===== config.mk =====
export PLATFORM = sky130hd
export DESIGN_NAME = header_length_frame_deframer_unit
export DESIGN_NICKNAME = d
export VERILOG_FILES = /design/src/design/hlfd_pkg.sv /design/src/design/hlfd_front.sv /design/src/design/hlfd_queue.sv /design/src/design/hlfd_back.sv /design/src/design/header_length_frame_deframer_unit.sv
export SDC_FILE = /design/constraint.sdc
export NUM_CORES = 1
export LEC_CHECK = 0
export BUFFER_PORTS_ARGS = -buffer_cell sky130_fd_sc_hd__buf_2
export CELL_PAD_IN_SITES_DETAIL_PLACEMENT = 1
export CELL_PAD_IN_SITES_GLOBAL_PLACEMENT = 2
export CORE_ASPECT_RATIO = 1.2
export CORE_MARGIN = 4
export CORE_UTILIZATION = 41
export DETAILED_ROUTE_END_ITERATION = 8
export GPL_ROUTABILITY_DRIVEN = 0
export GPL_TIMING_DRIVEN = 0
export PLACE_DENSITY_LB_ADDON = 0.1
export SYNTH_ARGS = -nofsm -noshare
export SYNTH_HDL_FRONTEND = slang
export SYNTH_SLANG_ARGS = --single-unit

===== constraint.sdc =====
create_clock -name clock -period 5.32 [get_ports clock]
set_input_delay 0.532 -clock clock [delete_from_list [all_inputs] [get_ports clock]]
set_output_delay 0.532 -clock clock [all_outputs]
set_load 0.05 [all_outputs]

===== src/design/hlfd_pkg.sv =====
package hlfd_pkg;

   // header and command codes
   localparam logic [7:0] HDR_FIRST   = 8'hEB;
   localparam logic [7:0] HDR_SECOND  = 8'h53;
   localparam logic [7:0] CMD_UPGRADE = 8'h35;
   localparam logic [7:0] CMD_EXPORT  = 8'h33;

   localparam int COUNT_W  = 17;
   localparam int LENGTH_W = 16;

   // frame positions inside the body
   localparam logic [COUNT_W-1:0] POS_LEN_LO  = 17'd2;
   localparam logic [COUNT_W-1:0] POS_LEN_HI  = 17'd3;
   localparam logic [COUNT_W-1:0] POS_COMMAND = 17'd4;
   localparam logic [COUNT_W-1:0] FRAME_OVERHEAD = 17'd5;

   // result queue between parser and output stage
   localparam int QUEUE_DEPTH = 2;
   localparam int QPTR_W      = 1;
   localparam int QCNT_W      = 2;

   typedef enum logic [2:0] {
      PH_IDLE = 3'b001,
      PH_HEAD = 3'b010,
      PH_BODY = 3'b100
   } phase_type;

   typedef enum logic [1:0] {
      KIND_UPGRADE = 2'd0,
      KIND_EXPORT  = 2'd1,
      KIND_OTHER   = 2'd2
   } kind_type;

   typedef struct packed {
      logic [7:0]         data_byte;
      logic               in_frame;
      logic               frame_end;
      kind_type           frame_kind;
      logic [COUNT_W-1:0] frame_length;
      logic               checksum_ok;
      logic               header_abort;
   } rsp_item_type;

endpackage


===== src/design/hlfd_front.sv =====
module hlfd_front
   import hlfd_pkg::*;
(
   input  logic         clock,
   input  logic         reset,
   input  logic         byte_valid,
   input  logic [7:0]   rx_byte,
   output rsp_item_type item
);

   phase_type             phase_ff, phase_in;
   logic [COUNT_W-1:0]    count_ff, count_in;
   logic [LENGTH_W-1:0]   length_ff, length_in;
   logic [7:0]            command_ff, command_in;
   logic [7:0]            xor_ff, xor_in;

   logic [COUNT_W-1:0]    count_next;
   logic [LENGTH_W-1:0]   length_now;
   logic [7:0]            command_now;
   logic [7:0]            xor_now;
   logic                  body_end;
   kind_type              kind_now;

   // body-side values as they stand after this byte
   always_comb begin
      count_next  = count_ff + 17'd1;
      length_now  = length_ff;
      command_now = command_ff;
      if (count_ff == POS_LEN_LO) begin
         length_now = {length_ff[15:8], rx_byte};
      end else if (count_ff == POS_LEN_HI) begin
         length_now = {rx_byte, length_ff[7:0]};
      end
      if (count_ff == POS_COMMAND) begin
         command_now = rx_byte;
      end
      xor_now  = xor_ff ^ rx_byte;
      body_end = (count_next >= FRAME_OVERHEAD) &&
                 (count_next == ({1'b0, length_now} + FRAME_OVERHEAD));
   end

   always_comb begin
      unique case (command_now)
         CMD_UPGRADE: kind_now = KIND_UPGRADE;
         CMD_EXPORT:  kind_now = KIND_EXPORT;
         default:     kind_now = KIND_OTHER;
      endcase
   end

   always_comb begin
      phase_in   = phase_ff;
      count_in   = count_ff;
      length_in  = length_ff;
      command_in = command_ff;
      xor_in     = xor_ff;

      item              = '0;
      item.data_byte    = rx_byte;
      item.frame_kind   = KIND_UPGRADE;

      unique case (phase_ff)
         PH_HEAD: begin
            if (rx_byte == HDR_SECOND) begin
               phase_in      = PH_BODY;
               count_in      = 17'd2;
               xor_in        = rx_byte;
               item.in_frame = 1'b1;
            end else begin
               phase_in          = PH_IDLE;
               count_in          = '0;
               length_in         = '0;
               command_in        = '0;
               xor_in            = '0;
               item.header_abort = 1'b1;
            end
         end
         PH_BODY: begin
            item.in_frame = 1'b1;
            if (body_end) begin
               phase_in          = PH_IDLE;
               count_in          = '0;
               length_in         = '0;
               command_in        = '0;
               xor_in            = '0;
               item.frame_end    = 1'b1;
               item.frame_kind   = kind_now;
               item.frame_length = count_next;
               item.checksum_ok  = (xor_now == 8'h00);
            end else begin
               count_in   = count_next;
               length_in  = length_now;
               command_in = command_now;
               xor_in     = xor_now;
            end
         end
         default: begin
            // idle, hunting the first header byte
            phase_in   = PH_IDLE;
            count_in   = '0;
            length_in  = '0;
            command_in = '0;
            xor_in     = '0;
            if (rx_byte == HDR_FIRST) begin
               phase_in      = PH_HEAD;
               count_in      = 17'd1;
               item.in_frame = 1'b1;
            end
         end
      endcase
   end

   always_ff @(posedge clock) begin
      if (reset) begin
         phase_ff   <= PH_IDLE;
         count_ff   <= '0;
         length_ff  <= '0;
         command_ff <= '0;
         xor_ff     <= '0;
      end else if (byte_valid) begin
         phase_ff   <= phase_in;
         count_ff   <= count_in;
         length_ff  <= length_in;
         command_ff <= command_in;
         xor_ff     <= xor_in;
      end
   end

endmodule


===== src/design/hlfd_queue.sv =====
module hlfd_queue
   import hlfd_pkg::*;
(
   input  logic         clock,
   input  logic         reset,
   input  logic         push,
   input  rsp_item_type push_item,
   output logic         full,
   input  logic         pop,
   output logic         head_valid,
   output rsp_item_type head_item
);

   localparam logic [QCNT_W-1:0] DEPTH_CNT = QCNT_W'(QUEUE_DEPTH);

   rsp_item_type        entry_ff [QUEUE_DEPTH];
   logic [QPTR_W-1:0]   wr_ptr_ff, wr_ptr_in;
   logic [QPTR_W-1:0]   rd_ptr_ff, rd_ptr_in;
   logic [QCNT_W-1:0]   count_ff, count_in;

   assign full       = (count_ff == DEPTH_CNT);
   assign head_valid = (count_ff != '0);
   assign head_item  = entry_ff[rd_ptr_ff];

   always_comb begin
      wr_ptr_in = push ? wr_ptr_ff + 1'b1 : wr_ptr_ff;
      rd_ptr_in = pop  ? rd_ptr_ff + 1'b1 : rd_ptr_ff;
      count_in  = count_ff;
      if (push && !pop) begin
         count_in = count_ff + 1'b1;
      end else if (pop && !push) begin
         count_in = count_ff - 1'b1;
      end
   end

   always_ff @(posedge clock) begin
      if (reset) begin
         wr_ptr_ff <= '0;
         rd_ptr_ff <= '0;
         count_ff  <= '0;
      end else begin
         wr_ptr_ff <= wr_ptr_in;
         rd_ptr_ff <= rd_ptr_in;
         count_ff  <= count_in;
      end
   end

   always_ff @(posedge clock) begin
      if (push) begin
         entry_ff[wr_ptr_ff] <= push_item;
      end
   end

endmodule


===== src/design/hlfd_back.sv =====
module hlfd_back
   import hlfd_pkg::*;
(
   input  logic         clock,
   input  logic         reset,
   input  logic         head_valid,
   input  rsp_item_type head_item,
   output logic         pop,
   output logic         out_valid,
   input  logic         out_ready,
   output rsp_item_type out_item
);

   logic         valid_ff, valid_in;
   rsp_item_type item_ff;

   // refill the output register whenever it is empty or being drained
   assign pop      = head_valid && (!valid_ff || out_ready);
   assign valid_in = pop || (valid_ff && !out_ready);

   always_ff @(posedge clock) begin
      if (reset) begin
         valid_ff <= 1'b0;
      end else begin
         valid_ff <= valid_in;
      end
   end

   always_ff @(posedge clock) begin
      if (pop) begin
         item_ff <= head_item;
      end
   end

   assign out_valid = valid_ff;
   assign out_item  = item_ff;

endmodule


===== src/design/header_length_frame_deframer_unit.sv =====
// frame parser for a received byte stream with header 0xEB 0x53
// req channel: one received byte per beat in req_tdata[7:0]
// rsp channel: exactly one beat per accepted byte, in order; the byte is passed
//    through with its frame marks; rsp_tlast flags the byte that closes a frame,
//    and only on that beat do kind, total length and checksum status carry values
// a mismatched second header byte drops the partial frame and raises header_abort
// with an idle receiver an accepted byte is first written into the queue and
//    then into the output register, which drives rsp_tvalid
// throughput: one byte per cycle, sustained while the receiver does not stall;
//    the parser state updates once per byte, so a byte can follow the previous one directly
// the parser writes each result into a two-entry queue; an output register
//    drains it, so a stalled receiver fills the queue and only then drops
//    req_tready; no beat is lost or repeated while stalled
// reset: synchronous, active high; the parser returns to header hunt and the
//    queue and output register are emptied
module header_length_frame_deframer_unit
   import hlfd_pkg::*;
(
   input  logic        clock,
   input  logic        reset,

   input  logic        req_tvalid,
   output logic        req_tready,
   input  logic [7:0]  req_tdata,   // [7:0] rx_byte

   output logic        rsp_tvalid,
   input  logic        rsp_tready,
   output logic [31:0] rsp_tdata,   // [7:0] data_byte, [8] in_frame, [10:9] frame_kind,
                                    // [27:11] frame_length, [28] checksum_ok,
                                    // [29] header_abort, [31:30] zero
   output logic        rsp_tlast    // frame_end
);

   logic         push;
   logic         queue_full;
   logic         pop;
   logic         head_valid;
   rsp_item_type front_item;
   rsp_item_type head_item;
   rsp_item_type out_item;

   // a byte is taken whenever the queue has room
   assign req_tready = !queue_full;
   assign push       = req_tvalid && req_tready;

   // parser: header hunt, length and command capture, running xor
   hlfd_front u_front (
      .clock      (clock),
      .reset      (reset),
      .byte_valid (push),
      .rx_byte    (req_tdata),
      .item       (front_item)
   );

   // decouples the parser from receiver stalls
   hlfd_queue u_queue (
      .clock      (clock),
      .reset      (reset),
      .push       (push),
      .push_item  (front_item),
      .full       (queue_full),
      .pop        (pop),
      .head_valid (head_valid),
      .head_item  (head_item)
   );

   // output register on the rsp side
   hlfd_back u_back (
      .clock      (clock),
      .reset      (reset),
      .head_valid (head_valid),
      .head_item  (head_item),
      .pop        (pop),
      .out_valid  (rsp_tvalid),
      .out_ready  (rsp_tready),
      .out_item   (out_item)
   );

   // beat packing, lowest field first
   assign rsp_tdata = {2'b00,
                       out_item.header_abort,
                       out_item.checksum_ok,
                       out_item.frame_length,
                       out_item.frame_kind,
                       out_item.in_frame,
                       out_item.data_byte};
   assign rsp_tlast = out_item.frame_end;

endmodule

==> tab_implementation.tex <==
\begin{tabular}{lr}
\hline
Metric & Value \\
\hline
\multicolumn{2}{l}{\textbf{Setup path}} \\
Required time worst endpoint & $\sim$5.6 ns \\
CP startpoint & u\_front.count\_ff[12] \\
Beginning of the worst register-to-register path & u\_front.count\_ff[12] \\
Worst setup SP type & flop \\
Worst-case register-to-register setup slack & approximately 0.35 ns \\
Setup Crit Path Kind & flop to flop \\
Crit end category & flop \\
Worst Path Arrival & 5.21 ns \\
Crit-path max FO & 10 \\
\multicolumn{2}{l}{\textbf{Clocking}} \\
CTS tree & built \\
Setup bufs post-CTS & 0 \\
Quantity of gates resized following cts & 0 \\
Clk\_lat worst skew & 0.43 ns \\
Num Clock Sinks & 150 \\
Number of buffers created by CTS & 17 \\
Hold-fix buffers at CTS & 0 \\
Library cell used as clock root buffer & sky130\_fd\_sc\_hd\_\_clkbuf\_16 \\
Worst-path clk slew & approximately 0.060 ns \\
Maximum root-to-sink buffer count & 2 \\
H-tree levels & 4 \\
\multicolumn{2}{l}{\textbf{Power}} \\
Total power after layout & 3.813 mW \\
Max VDD drop & 222.4 uV \\
Reported leakage power & approximately 3.0 nW \\
Power density over cell area & 442.2 mW/mm\^{}2 \\
\multicolumn{2}{l}{\textbf{STA}} \\
Final clock period utilization by the worst path & 0.9337 \\
Final hold slack & 0.3901 ns \\
Highest clock rate & 201.3 MHz \\
Summed negative setup slack over all endpoints & 0 ns \\
Final-report hold violation count & 0 \\
Count of endpoints failing setup in the final report & 0 \\
Final clock skew & 0.01275 ns \\
Shortest clock period the worst path allows after layout & slightly below 5 ns \\
Worst slew pin tran & 1.245 ns \\
RSZ-0062 raised after global routing & no \\
Max-slew violation total from the final report & 0 \\
Worst slew margin relative to its limit & 0.1690 \\
\multicolumn{2}{l}{\textbf{Synthesis}} \\
Summed instance area of the synthesized netlist & around 0.0075 mm\^{}2 \\
Post-synthesis instance total & 657 \\
Arithmetic-cell share of the synthesized area counting full adders, half adders and majority gates & 0.008360 \\
Dominant combinational cell family by area after synthesis & simple AND/OR/NAND/NOR gates \\
Complex-gate fraction of the synthesized area & 0.1199 \\
Total number of yosys warnings & 0 \\
Post-synthesis share of cell area spent on xor and xnor gates & 0.05969 \\
Main synth FF type & sky130\_fd\_sc\_hd\_\_edfxtp\_1 \\
Sequential-to-total area share from yosys stat & 0.5257 \\
Number of flops mapped to enable cells by yosys & 93 \\
Avg Synthesized Cell Area & $\sim$11 um\^{}2 \\
Distinct cell type count after synthesis & 80 \\
Post-synthesis register bit count & 150 \\
Share of async-settable or async-resettable flops after synthesis & 0 \\
Post-Synth Simple-Gate Area & 0.1725 \\
Share of synthesized area spent on multiplexers & 0.07340 \\
\multicolumn{2}{l}{\textbf{GRT}} \\
Largest net degree at the start of global routing & 33 \\
Met3 GRT Util & 0.03968 \\
Number of antenna violations at the first check in global routing & 0 \\
Met2 global-route usage & 0.3246 \\
Most used routing layer in global routing & met2 \\
Met1 track utilization from global routing & 0.2710 \\
Total global-route track usage & 0.2001 \\
Global-route wire length before repair & 32090 um \\
Via count of the first global-routing pass & 5706 \\
GRT Residual Overflow & 0 \\
\multicolumn{2}{l}{\textbf{Routing}} \\
Total number of vias & 5486 \\
Via density per instance & 5.745 \\
Drt drc & 0 \\
Final Routed Wirelength & 20130 um \\
Detailed-routing iteration count for the pre-antenna-repair pass & 5 \\
Number of DRC markers in iteration 0 & 329 \\
Drt wl/cell & 21.08 um \\
Antenna Violating Nets Remaining & 0 \\
\multicolumn{2}{l}{\textbf{Finish}} \\
Most common cell after layout, fill and taps aside & sky130\_fd\_sc\_hd\_\_edfxtp\_1 \\
Final instance area & 0.008623 mm\^{}2 \\
Commonest cells after routing, fill and taps aside & 93 x sky130\_fd\_sc\_hd\_\_edfxtp\_1, 57 x sky130\_fd\_sc\_hd\_\_dfxtp\_1, 51 x sky130\_fd\_sc\_hd\_\_buf\_2, 47 x sky130\_fd\_sc\_hd\_\_nand2\_1, 47 x sky130\_fd\_sc\_hd\_\_nor2\_1 \\
Total Nets Final & around 740 \\
Area grow syn2layout & 15.23\% \\
Fraction of final layout cells sized beyond drive strength 1 & 0.2340 \\
Diodes inserted & 0 \\
Filler Cells Inserted & 1890 \\
\multicolumn{2}{l}{\textbf{Floorplanning}} \\
I/O pin total & 47 \\
Initial core utilization & 0.4227 \\
Horizontal die dimension & 131.3 um \\
\# rows & 53 \\
Die Height & 156.0 um \\
Area of the die & 0.02049 mm\^{}2 \\
Area inside the core boundary & 0.01771 mm\^{}2 \\
\multicolumn{2}{l}{\textbf{Outcome}} \\
Run status & finished clean \\
\multicolumn{2}{l}{\textbf{Worst hold path}} \\
Path category of the worst min-delay check & input pin to flop \\
Source of the worst hold timing path & req\_tdata[0] \\
\multicolumn{2}{l}{\textbf{Placed design}} \\
Half-perimeter wire length of the detailed placement result & 14820 um \\
Count of input and output buffers & 44 \\
Total placed instance area & between 0.008 and 0.009 mm\^{}2 \\
\multicolumn{2}{l}{\textbf{Flow run}} \\
Maxcap violations & 0 \\
\hline
\end{tabular}
## Yosys cell counts, types with 7 or more instances
library cell | number | area [um^2]
sky130_fd_sc_hd__nand3_1 | 10 | 50.05
sky130_fd_sc_hd__inv_1 | 15 | 56.30
sky130_fd_sc_hd__nor2_1 | 48 | 180.2
sky130_fd_sc_hd__a22o_1 | 23 | 201.4
sky130_fd_sc_hd__buf_2 | 7 | 35.03
sky130_fd_sc_hd__o21ai_1 | 8 | 40.04
sky130_fd_sc_hd__mux2_2 | 39 | 439.2
sky130_fd_sc_hd__dfxtp_1 | 57 | 1141
sky130_fd_sc_hd__nand4_1 | 21 | 131.4
sky130_fd_sc_hd__edfxtp_1 | 93 | 2793
sky130_fd_sc_hd__nand2_1 | 47 | 176.4
sky130_fd_sc_hd__and2_1 | 10 | 62.56
sky130_fd_sc_hd__a21oi_1 | 21 | 105.1
sky130_fd_sc_hd__o21ai_0 | 22 | 110.1
sky130_fd_sc_hd__nand2b_1 | 7 | 43.79
sky130_fd_sc_hd__nor3_1 | 11 | 55.05
sky130_fd_sc_hd__nor4_1 | 8 | 50.05
sky130_fd_sc_hd__xor2_1 | 16 | 140.1
sky130_fd_sc_hd__a31oi_1 | 8 | 50.05
sky130_fd_sc_hd__xnor2_1 | 35 | 306.5
sky130_fd_sc_hd__mux2i_1 | 11 | 110.1
sky130_fd_sc_hd__buf_6 | 8 | 90.09
## kinds of logic after synthesis
kind of cell	Yosys count
muxes	50
DFF	150
AOI/OAI and AO/OA	128
xor gates and xnor gates	51
adders and majority gates	5
buffers and inverters	48
and+or+nand+nor	224
other	1
## path summary, 6_finish.rpt
check	to	cells past startpoint
max	u_queue.entry_ff[0][14]	18
min	u_queue.entry_ff[1][23]	1
max reg2reg	u_queue.entry_ff[0][14]	18
min reg2reg	u_front.command_ff[6]	1
## area by class of cell
| type | instances | area, um^2 | share of cell area |
|---|---|---|---|
| Tap cell | 220 | 275.3 | 0.03192 |
| Multi-Input combinational cell | 460 | 3263 | 0.3784 |
| Sequential cell | 150 | 3934 | 0.4562 |
| Inverter | 15 | 56.30 | 0.006529 |
| Clock buffer | 17 | 425.4 | 0.04933 |
| Buffer | 33 | 242.7 | 0.02815 |
| Timing Repair Buffer | 45 | 240.2 | 0.02786 |
| Clock inverter | 15 | 186.4 | 0.02162 |
## stage by stage
| stage | std cells | utilization | setup WS, ns |
|---|---|---|---|
| 2_1_floorplan | 658 | - | 1.467 |
| 3_5_place_dp | 923 | 0.4525 | 0.4059 |
| 3_3_place_gp | 922 | 0.4509 | 0.5467 |
| 4_1_cts | 955 | 0.4870 | 0.3764 |
| 6_report | 955 | 0.4870 | 0.3525 |
| 5_1_grt | 955 | 0.4870 | 0.01575 |
## critical path: stages, from the launching register on
cell,delay (ns)
sky130_fd_sc_hd__dfxtp_1,0.29
sky130_fd_sc_hd__buf_2,0.16
sky130_fd_sc_hd__nor4_2,0.36
sky130_fd_sc_hd__nand4_1,0.24
sky130_fd_sc_hd__buf_4,0.26
sky130_fd_sc_hd__nor2_4,0.18
sky130_fd_sc_hd__buf_6,0.18
sky130_fd_sc_hd__mux2_2,0.39
sky130_fd_sc_hd__ha_1,0.34
sky130_fd_sc_hd__o2111ai_1,0.32
sky130_fd_sc_hd__mux2i_1,0.24
sky130_fd_sc_hd__a211oi_1,0.28
sky130_fd_sc_hd__o211ai_1,0.20
sky130_fd_sc_hd__nor4_1,0.22
sky130_fd_sc_hd__nand4_1,0.26
sky130_fd_sc_hd__or2_1,0.35
sky130_fd_sc_hd__buf_6,0.17
sky130_fd_sc_hd__buf_6,0.14
sky130_fd_sc_hd__nor2_1,0.20
## flip-flops by register name (all words and copies together) (netlist names), 2 cells and up
register,count
u_queue.entry_ff,62
u_back.out_item,31
u_front.count_ff,17
u_front.length_ff,16
u_front.command_ff,8
u_front.xor_ff,8
u_front.phase_ff,3
u_queue.count_ff,2
## routing by layer
| metal | part of all wire | routed length, um |
|---|---|---|
| met3 | 0.038 | 771 |
| met5 | 0 | 0 |
| met2 | 0.47 | 9406 |
| met1 | 0.47 | 9551 |
| met4 | 0.020 | 405 |
## report_power, final
part           internal (mW)  leakage [nW]  total [mW]  switching [mW]
clock                  0.713         0.294        1.25           0.535
sequential              1.50          1.35        1.55          0.0556
combinational          0.270          1.40        1.01           0.743
Note: power is estimated with default switching activity, not from simulation.
